`src/hdl/dmacr_pkg.sv`:
```
// Shared types and constants for the DMA controller register block.
package dmacr_pkg;
  localparam int NumChan = 8;
  localparam int ChanW = 3;

  typedef enum logic [1:0] {
    CMD_IO_RD = 2'd0,
    CMD_IO_WR = 2'd1,
    CMD_DMA_RD = 2'd2,
    CMD_DMA_WR = 2'd3
  } cmd_t;

  localparam logic [1:0] MEM_NONE = 2'd0;
  localparam logic [1:0] MEM_RD = 2'd1;
  localparam logic [1:0] MEM_WR = 2'd2;

  localparam logic [3:0] REG_STATUS = 4'h8;
  localparam logic [3:0] REG_REQUEST = 4'h9;
  localparam logic [3:0] REG_MASK = 4'hA;
  localparam logic [3:0] REG_MODE = 4'hB;
  localparam logic [3:0] REG_CLR_FF = 4'hC;
  localparam logic [3:0] REG_MASTER_CLR = 4'hD;
  localparam logic [3:0] REG_ALL_MASK = 4'hF;

  localparam logic [7:0] STATUS_VAL = 8'h0F;
  localparam logic [7:0] UNUSED_VAL = 8'hFF;

  typedef struct packed {
    logic       load;
    logic [1:0] cmd;
    logic [7:0] port;
    logic [7:0] data;
    logic [2:0] chan;
  } dp_cmd_t;

  typedef struct packed {
    logic [7:0]  read_data;
    logic [1:0]  mem_op;
    logic [23:0] mem_address;
    logic [7:0]  mem_data;
  } dp_res_t;

  // page port nibble to channel; valid bit high when a channel is mapped
  function automatic logic [3:0] page_map(input logic [3:0] nib);
    logic [3:0] r;
    case (nib)
      4'h1: r = 4'b1010;
      4'h2: r = 4'b1011;
      4'h3: r = 4'b1001;
      4'h7: r = 4'b1000;
      4'h9: r = 4'b1110;
      4'hA: r = 4'b1111;
      4'hB: r = 4'b1101;
      4'hF: r = 4'b1100;
      default: r = 4'b0000;
    endcase
    return r;
  endfunction
endpackage

```
`src/hdl/dma_controller_registers_core.sv`:
```
// Top level of the eight-channel DMA controller register block.
// Input channel: in_valid/in_stall carry one word (command, port, write_data,
// channel): an I/O read or write, or one DMA read or write step.
// Output channel: out_valid/out_stall carry one result word per input word:
// read_data, mem_op, mem_address, mem_data.
// The result is registered at the edge that accepts the word. Throughput is
// one word per cycle while the receiver does not stall; the single output
// register is refilled in the same cycle that it is taken.
// When the receiver stalls, the result holds and in_stall rises until it is
// taken. Reset clears all channel registers, masks every channel and empties
// the output register; a master-clear write does the same to the registers.
module dma_controller_registers_core
  import dmacr_pkg::*;
(
  input  logic        clk,
  input  logic        rst,
  input  logic        in_valid,
  output logic        in_stall,
  input  logic [1:0]  command,
  input  logic [7:0]  port,
  input  logic [7:0]  write_data,
  input  logic [2:0]  channel,
  output logic        out_valid,
  input  logic        out_stall,
  output logic [7:0]  read_data,
  output logic [1:0]  mem_op,
  output logic [23:0] mem_address,
  output logic [7:0]  mem_data
);
  dp_cmd_t ctl;
  dp_res_t res;

  dmacr_ctrl u_ctrl (
    .clk(clk), .rst(rst), .in_valid(in_valid), .in_stall(in_stall),
    .cmd(command), .port(port), .data(write_data), .chan(channel),
    .out_valid(out_valid), .out_stall(out_stall), .ctl(ctl)
  );

  dmacr_datapath u_dp (.clk(clk), .rst(rst), .ctl(ctl), .res(res));

  assign read_data = res.read_data;
  assign mem_op = res.mem_op;
  assign mem_address = res.mem_address;
  assign mem_data = res.mem_data;
endmodule

```
`src/hdl/dmacr_datapath.sv`:
```
// Register file and DMA address/count update datapath.
module dmacr_datapath
  import dmacr_pkg::*;
(
  input  logic    clk,
  input  logic    rst,
  input  dp_cmd_t ctl,
  output dp_res_t res
);
  logic        byte_pointer;
  logic        mem_to_mem_mode;
  logic [7:0]  spare_page_bytes [16];
  logic [NumChan-1:0] chan_masked, chan_auto_init, chan_request, chan_decrement;
  logic [1:0]  chan_operation [NumChan];
  logic [1:0]  chan_mode [NumChan];
  logic [15:0] chan_address [NumChan];
  logic [15:0] chan_count [NumChan];
  logic [15:0] chan_base_address [NumChan];
  logic [15:0] chan_base_count [NumChan];
  logic [7:0]  chan_page [NumChan];

  logic [3:0]  idx;
  logic        is_page, is_hi;
  logic [3:0]  pm;
  logic [ChanW-1:0] rc, dc, wc;
  logic [15:0] rv, wv, na, nc;
  dp_res_t     r_next;

  always_comb begin
    is_hi = ctl.port >= 8'hC0;
    is_page = !is_hi && ctl.port >= 8'h80;
    idx = is_hi ? {1'b0, ctl.port[3:1]} : ctl.port[3:0];
    pm = page_map(ctl.port[3:0]);
    rc = {1'b0, idx[2:1]};
    dc = ctl.data[ChanW-1:0];
    wc = ctl.chan;
    rv = idx[0] ? chan_count[rc] : chan_address[rc];
    wv = byte_pointer ? {ctl.data, rv[7:0]} : {rv[15:8], ctl.data};
    na = chan_decrement[wc] ? chan_address[wc] - 16'd1 : chan_address[wc] + 16'd1;
    nc = chan_count[wc] - 16'd1;
    r_next = '0;
    unique case (cmd_t'(ctl.cmd))
      CMD_IO_RD: begin
        if (is_page) begin
          r_next.read_data = pm[3] ? chan_page[pm[2:0]] : spare_page_bytes[ctl.port[3:0]];
        end else if (!idx[3]) begin
          r_next.read_data = byte_pointer ? rv[15:8] : rv[7:0];
        end else if (idx == REG_STATUS) begin
          r_next.read_data = STATUS_VAL;
        end else begin
          r_next.read_data = UNUSED_VAL;
        end
      end
      CMD_IO_WR: ;
      CMD_DMA_RD, CMD_DMA_WR: begin
        r_next.mem_op = (ctl.cmd == CMD_DMA_RD) ? MEM_RD : MEM_WR;
        r_next.mem_address = {chan_page[wc], chan_address[wc]};
        r_next.mem_data = (ctl.cmd == CMD_DMA_WR) ? ctl.data : 8'd0;
      end
    endcase
  end

  always_ff @(posedge clk) begin
    if (ctl.load) res <= r_next;
    if (rst || (ctl.load && ctl.cmd == CMD_IO_WR && !is_page && idx == REG_MASTER_CLR)) begin
      byte_pointer <= 1'b0;
      mem_to_mem_mode <= 1'b0;
      chan_masked <= '1;
      chan_auto_init <= '0;
      chan_request <= '0;
      chan_decrement <= '0;
      for (int i = 0; i < 16; i++) spare_page_bytes[i] <= '0;
      for (int i = 0; i < NumChan; i++) begin
        chan_operation[i] <= '0;
        chan_mode[i] <= '0;
        chan_address[i] <= '0;
        chan_count[i] <= '0;
        chan_base_address[i] <= '0;
        chan_base_count[i] <= '0;
        chan_page[i] <= '0;
      end
    end else if (ctl.load) begin
      case (cmd_t'(ctl.cmd))
        CMD_IO_RD: begin
          if (!is_page && !idx[3]) byte_pointer <= ~byte_pointer;
        end
        CMD_IO_WR: begin
          if (is_page) begin
            if (pm[3]) chan_page[pm[2:0]] <= ctl.data;
            else spare_page_bytes[ctl.port[3:0]] <= ctl.data;
          end else if (!idx[3]) begin
            byte_pointer <= ~byte_pointer;
            if (idx[0]) begin
              chan_count[rc] <= wv;
              chan_base_count[rc] <= wv;
            end else begin
              chan_address[rc] <= wv;
              chan_base_address[rc] <= wv;
            end
          end else begin
            case (idx)
              REG_STATUS: mem_to_mem_mode <= ctl.data[0];
              REG_REQUEST: chan_request[dc] <= ctl.data[2];
              REG_MASK: chan_masked[dc] <= ctl.data[2];
              REG_MODE: begin
                chan_operation[dc] <= ctl.data[3:2];
                chan_auto_init[dc] <= ctl.data[4];
                chan_decrement[dc] <= ctl.data[5];
                chan_mode[dc] <= ctl.data[7:6];
              end
              REG_CLR_FF: byte_pointer <= 1'b0;
              REG_ALL_MASK: chan_masked <= ctl.data;
              default: ;
            endcase
          end
        end
        default: begin
          if (nc == 16'hFFFF && chan_auto_init[wc]) begin
            chan_count[wc] <= chan_base_count[wc];
            chan_address[wc] <= chan_base_address[wc];
          end else begin
            chan_count[wc] <= nc;
            chan_address[wc] <= na;
          end
        end
      endcase
    end
  end
endmodule

```
`src/hdl/dmacr_ctrl.sv`:
```
// Handshake controller: takes one word, holds the result until taken.
module dmacr_ctrl
  import dmacr_pkg::*;
(
  input  logic       clk,
  input  logic       rst,
  input  logic       in_valid,
  output logic       in_stall,
  input  logic [1:0] cmd,
  input  logic [7:0] port,
  input  logic [7:0] data,
  input  logic [2:0] chan,
  output logic       out_valid,
  input  logic       out_stall,
  output dp_cmd_t    ctl
);
  typedef enum logic {S_EMPTY, S_FULL} state_t;
  state_t state;

  assign in_stall = (state == S_FULL) && out_stall;
  assign out_valid = (state == S_FULL);

  always_comb begin
    ctl.load = in_valid && !in_stall;
    ctl.cmd = cmd;
    ctl.port = port;
    ctl.data = data;
    ctl.chan = chan;
  end

  always_ff @(posedge clk) begin
    if (rst) begin
      state <= S_EMPTY;
    end else begin
      unique case (state)
        S_EMPTY: if (ctl.load) state <= S_FULL;
        S_FULL: if (!out_stall && !ctl.load) state <= S_EMPTY;
      endcase
    end
  end
endmodule
```
`config.mk`:
```
export PLATFORM = sky130hd
export DESIGN_NAME = dma_controller_registers_core
export DESIGN_NICKNAME = d
export VERILOG_FILES = /design/src/hdl/dmacr_pkg.sv /design/src/hdl/dma_controller_registers_core.sv /design/src/hdl/dmacr_datapath.sv /design/src/hdl/dmacr_ctrl.sv
export SDC_FILE = /design/constraint.sdc
export NUM_CORES = 1
export LEC_CHECK = 0
export ABC_AREA = 1
export BUFFER_PORTS_ARGS = -buffer_cell sky130_fd_sc_hd__buf_2
export CAP_MARGIN = 15
export CORE_MARGIN = 2
export CORE_UTILIZATION = 51
export DETAILED_ROUTE_END_ITERATION = 8
export GPL_ROUTABILITY_DRIVEN = 0
export PLACE_DENSITY_LB_ADDON = 0.12
export SYNTH_ARGS = -nofsm -noshare
export SYNTH_HDL_FRONTEND = slang
export SYNTH_SLANG_ARGS = --single-unit
```
`constraint.sdc`:
```
create_clock -name clk -period 8.8 [get_ports clk]
set_input_delay 0.88 -clock clk [delete_from_list [all_inputs] [get_ports clk]]
set_output_delay 0.88 -clock clk [all_outputs]
set_load 0.01 [all_outputs]
```
==> impl_metrics.ini, run 1 <==
[status]
outcome = finished clean

[global_route]
gr-total-overflow = 0
first_global_vias = 24407
grt_max_degree = 166
grt_first_pass_wirelength_um = 147000
grt_usage_pct = 29.8
antenna_found_initial = 5

[synth]
ys_warn_count = 0
synth_adder_area_share_pct = 0.839
syn_avg_cell_area_sq_um = 9.26
synth_edf_count = 618
synth_seq_cells = 636
synth_xor_xnor_area_share_pct = 0.326
synth_ff_type = edfxtp_1
synth-compound-area-share_pct = 13.9
synth_top_family_by_area = simple AND/OR/NAND/NOR gates
netlist_area_sq_um = 32200
synth_cell_types = 67
muxShareOfSynthArea_pct = 0.0932
async_reset_ff_share_pct = 0
synthSimpleGateAreaFrac_pct = 19.5
synth_top_cell_area_share_pct = 57.6
yosys.area.top_type = edfxtp_1
yosys-top-cells-count = 724 x nor2_1, 618 x edfxtp_1, 572 x nand2_1
ys_seq_area_share_pct = 58.7
synthTopCellsByArea = edfxtp_1 58%, nor2_1 8.4%, nand2_1 6.7%
synth_cells = 3481
yosysMostFrequentCell = nor2_1

[cts]
cts_tree = built
cts_resized = 0
clk_path_buf_depth = 3
clockRootBuffer = clkbuf_16
cts.htree.levels = 3
numCtsBuffers = 71
post_cts_buffers = 0
clock_latency_ps = 610
clkTransAtPathRegs_ps = 50
cts_hold_buffers = 0
cts_sinks = 636

[floorplan]
start_util_pct = 51.4
die_x_um = 255
io_pins = 69
rows = 92
fp.dieArea_sq_um = 65200
die_h_um = 255
core_sq_um = 62700

[critical_path]
cp.buffers_inverters = 8
setup.worst_path.class = in2reg
path_cells = buf_2 -> buf_4 -> inv_1 -> nand2_1 -> o21ai_2 -> buf_4 -> inv_2 -> nand2_1 -> nor2_1 -> nand4_2 -> nand2_4 -> nor3_4 -> inv_2 -> o21ai_4 -> inv_4 -> nor3_4 -> inv_2 -> nand2_1
worst-endpoint-required_ps = 8900
start_kind = primary input
path_delay_family = buffers and inverters
critPathLaunch = port[0]
crit_fanout = 67
slowest_stage = nand2_1
cpPeakStageDelay_ps = 830
cp-end-kind = flip-flop
r2r_start = u_ctrl.out_valid$_SDFF_PP0_
critPathArrivalTime_ps = 5610

[sta]
worst_pin_slew_ps = 1080
holdWs_ps = 435
slew_headroom_pct = 27.8
setup_violations = 0
finalClockSkew_ps = 21.3
max_freq_mhz = 182
hold_viol = 0
fin_crit_ps = 5510
fin_setup_tns_ps = 0
rsz0062_at_grt = no
finalCritPeriodShare_pct = 62.6
slew_violations = 0

[pwr]
p_int_w = 0.00535
p_sw_share_pct = 27.0
power.density_nw_per_um2 = 208
power_frac_seq_pct = 47.6
power.total_w = 0.00732
p_leak_nw = 14.0
comb_power_share_pct = 12.9
p_switching_w = 0.00198
ir_drop_uv = 161
clockPowerShare_pct = 39.4

[final_layout]
syn_to_final_growth_pct = 9.36
nNetsFinal = 3511
drive_gt1_share_pct = 8.89
fin_util_pct = 56.2

[routing]
dr_total_vias = 25832
drt_iter0_markers = 3041
wl_per_cell_um = 22.6
first_pass_iters = 5
postRouteAntennaNets = 0
drc_errors = 0
vias_per_cell = 5.91
postRouteWirelength_um = 98700

[hold_path]
hold_path.class = in2reg
worstHoldStart = rst

[placement]
dp_hpwl_um = 63700
place.port_buffers = 66

[job]
cap_viol_max_count = 0
[worst paths after layout]
check | slack, ps | to | cells past startpoint
setup / recovery | 3290 | u_dp.chan_count[6][11]$_SDFFCE_PN0P_ | 18
hold / removal | 440 | u_ctrl.out_valid$_SDFF_PP0_ | 2
setup reg to reg | 3510 | u_dp.chan_count[6][11]$_SDFFCE_PN0P_ | 17
hold reg to reg | 450 | u_dp.chan_decrement[7]$_SDFFE_PP0P_ | 2
[metrics by stage]
step	instances	instance area (sq um)	worst slack [ps]
6_report	4371	35200	3290
5_1_grt	4369	35200	3060
4_1_cts	4367	35200	3300
3_5_place_dp	4238	33000	2690
3_3_place_gp	4238	33000	2750
2_1_floorplan	3496	32300	3510
[power groups by stage]
stage	combinational, W	sequential, W	clock [W]
4_1_cts	0.000930	0.00349	0.00291
6_report	0.000948	0.00349	0.00289
3_5_place_dp	0.000926	0.00355	0
5_1_grt	0.00102	0.00350	0.00303
2_1_floorplan	0.000596	0.00354	0
3_3_place_gp	0.000914	0.00354	0
[registers in the layout, indices dropped and copies added (netlist names), 8 cells and up]
| signal | flops |
|---|---|
| u_dp.chan_address | 128 |
| u_dp.chan_page | 64 |
| u_dp.chan_count | 128 |
| u_dp.spare_page_bytes | 128 |
| u_dp.chan_decrement | 8 |
| u_dp.chan_auto_init | 8 |
| u_dp.chan_base_count | 64 |
| u_dp.chan_base_address | 64 |
| u_dp.res | 42 |
[logic make-up after synthesis]
group	count (synthesis)
simple gates	1530
compound gates	766
flops	636
buf+inv	512
fa+ha+maj	21
xor+xnor	12
mux	3
other cells	1
[cell type report]
type	instances	area, sq um
timing repair buffer	106	652
clock inverter	39	338
fill	5492	27500
clock buffer	90	1900
antenna	4	10.0
inverter	302	1140
multi-input combinational	2348	11200
sequential	636	18900
tap	846	1060
[cell usage in the layout (no fill, tap or decap), types with 10 or more instances in the layout]
cell type,instances
o31ai_1,10
buf_4,40
nand3_1,159
inv_1,264
clkbuf_16,73
dfxtp_1,18
nand2_1,572
a221oi_1,22
o211ai_1,18
o22ai_1,104
nor2_1,724
o21ai_1,11
inv_2,30
nand4_1,11
clkinv_1,23
buf_2,64
clkbuf_1,16
nand2_2,14
edfxtp_1,618
a21oi_1,209
o21ai_0,305
conb_1,16
ha_1,20
a22oi_1,27
[worst register-to-register path, cell delays in order (launching register included)]
cell     delay [ps]
dfxtp_1         310
nand2_1          90
inv_2            50
nor2_4           60
buf_4           580
inv_2           200
nor2_2          260
nand2_1         110
nor2_1          140
nand4_2         200
nand2_4         340
nor3_4          100
inv_2           450
o21ai_4         170
inv_4           150
nor3_4           70
inv_2           650
nand2_1         840
[layer usage]
layer / part of all wire (%) / GRT usage, % / wire [um]
met1: 39 / 39.7 / 38400
met2: 47 / 47.8 / 46500
met3: 9.8 / 5.41 / 9660
met4: 4.2 / 13.3 / 4110
met5: 0.039 / 0 / 38
No activity file was read; power rests on OpenSTA's default activity.
==> run 2, diff against run 1 <==
- clock period: 8.8 -> 5.2 ns (I/O delays scaled with it)
==> impl_metrics.ini, run 2 (synthesis gave the netlist of run 1 again) <==
[cts]
clkTransAtPathRegs_ps = 60
post_cts_buffers = 0
clk_path_buf_depth = 3
clockRootBuffer = clkbuf_16
cts_hold_buffers = 0
cts_sinks = 636
numCtsBuffers = 71
cts_tree = built
cts.htree.levels = 3
clock_latency_ps = 630
cts_resized = 0

[critical_path]
setup.worst_path.class = reg2reg
worst-endpoint-required_ps = 5360
path_cells = nand2_1 -> inv_2 -> nor2_4 -> inv_2 -> nor2_2 -> nand2_1 -> nor2_1 -> nand4_2 -> nand2_4 -> nor3_4 -> inv_2 -> nand2_2 -> o21ai_4 -> nor3_4 -> inv_2 -> buf_4 -> nand2_1
crit_fanout = 20
start_kind = flip-flop
cp-end-kind = flip-flop
r2r_start = u_ctrl.out_valid$_SDFF_PP0_
r2r_slack_ps = 860
crit_top_cell = inv_2
critPathArrivalTime_ps = 4500
reg2reg_depth = 17
slowest_stage = nand2_1
cpPeakStageDelay_ps = 560
reg2reg_to = u_dp.chan_count[5][11]$_SDFFCE_PN0P_

[pwr]
p_leak_nw = 14.2
power.density_nw_per_um2 = 351
p_sw_share_pct = 27.4
ir_drop_uv = 257
p_switching_w = 0.00342
comb_power_share_pct = 13.1
p_int_w = 0.00904
clockPowerShare_pct = 39.5
power_frac_seq_pct = 47.4

[routing]
drc_errors = 2
postRouteAntennaNets = 0
dr_total_vias = 26235
postRouteWirelength_um = 101000
wl_per_cell_um = 22.9
drt_iter0_markers = 3179
first_pass_iters = 9
vias_per_cell = 5.96

[final_layout]
final_common_cell = nor2_1
stdcell_area_sq_um = 35500
drive_gt1_share_pct = 9.74
fillers = 5575
largest_registers = u_dp.chan_address x128, u_dp.chan_count x128, u_dp.spare_page_bytes x128
nNetsFinal = 3541
final_cell_mix = 724 x nor2_1, 618 x edfxtp_1, 572 x nand2_1, 305 x o21ai_0, 264 x inv_1
syn_to_final_growth_pct = 10.2

[global_route]
grt_max_degree = 72
gr-total-overflow = 0
antenna_found_initial = 6
grt_first_pass_wirelength_um = 151000
first_global_vias = 25364
grt_usage_pct = 30.4

[floorplan]
rows = 92
start_util_pct = 51.4
fp.dieArea_sq_um = 65200
die_x_um = 255
core_sq_um = 62700
die_h_um = 255
io_pins = 69

[sta]
slew_violations = 0
worst_slack_ps = 862
setup_violations = 0
fin_crit_ps = 4340
rsz0062_at_grt = no
fin_setup_tns_ps = 0
max_freq_mhz = 231
slew_headroom_pct = 30.8
finalClockSkew_ps = 20.1
finalCritPeriodShare_pct = 83.4
worst_pin_slew_ps = 1040
hold_viol = 0

[status]
violations = DRC
outcome = finished with violations

[job]
cap_viol_max_count = 0

[hold_path]
worstHoldStart = rst
hold_path.class = in2reg
hold_depth = 2
holdPathEnd = u_ctrl.out_valid$_SDFF_PP0_

[placement]
placed_area_sq_um = 33300
dp_hpwl_um = 66800
dp_slack_ps = 362
place.port_buffers = 66
run 2: through the flow:
stage | std cells | hold slack, ps | utilization (%) | power, W
2_1_floorplan | 3496 | 420 | - | 0.00700
3_3_place_gp | 4268 | 432 | 53.0 | 0.00757
3_5_place_dp | 4268 | 435 | 53.0 | 0.00760
4_1_cts | 4398 | 60.3 | 56.6 | 0.0125
5_1_grt | 4398 | 76.4 | 56.6 | 0.0128
6_report | 4400 | 82.3 | 56.6 | 0.0125
run 2: worst max path at each step:
stage                                                         to  cells past startpoint  slack (ps)                        start
after floorplan           u_dp.chan_address[0][14]$_SDFFCE_PN0P_                     22         270                   channel[0]
after global placement       u_dp.chan_count[5][2]$_SDFFCE_PN0P_                     15         410                      port[1]
after detailed placement     u_dp.chan_count[5][0]$_SDFFCE_PN0P_                     15         360                      port[1]
after CTS                   u_dp.chan_count[5][11]$_SDFFCE_PN0P_                     17         860  u_ctrl.out_valid$_SDFF_PP0_
after global routing         u_dp.chan_count[5][0]$_SDFFCE_PN0P_                     17         680  u_ctrl.out_valid$_SDFF_PP0_
final                       u_dp.chan_count[5][11]$_SDFFCE_PN0P_                     17         860  u_ctrl.out_valid$_SDFF_PP0_
run 2: layer usage:
| metal | track usage, % | wire (um) | vias up |
|---|---|---|---|
| met3 | 5.45 | 9100 | 292 |
| met2 | 49.1 | 47200 | 1371 |
| met5 | 0 | 28 | - |
| met4 | 15.0 | 5160 | 4 |
| li1 | - | - | 11953 |
| met1 | 39.8 | 39300 | 12615 |
run 2: cell type report:
cell class              instances  area (sq um)  area share, %
well taps                     846          1060           2.98
repair buffers                136           915           2.58
multi-input cells            2348         11200           31.6
inverters                     302          1140           3.22
diodes                          2          5.00         0.0141
clock inverters                41           373           1.05
flip-flops and latches        636         18900           53.3
clock buffers                  89          1870           5.25
run 2: power by group through the flow:
stage,registers [W],clock network (W),logic [W]
after floorplan,0.00599,0,0.00101
after global routing,0.00592,0.00515,0.00175
after CTS,0.00590,0.00495,0.00160
after global placement,0.00600,0,0.00157
final,0.00590,0.00492,0.00164
after detailed placement,0.00601,0,0.00159
run 2: critical path, delay by kind of cell, from the launching register on:
family	cells	cell delay, ps
compound gates	1	170
buf+inv	5	1350
flops	1	300
simple gates	11	2030
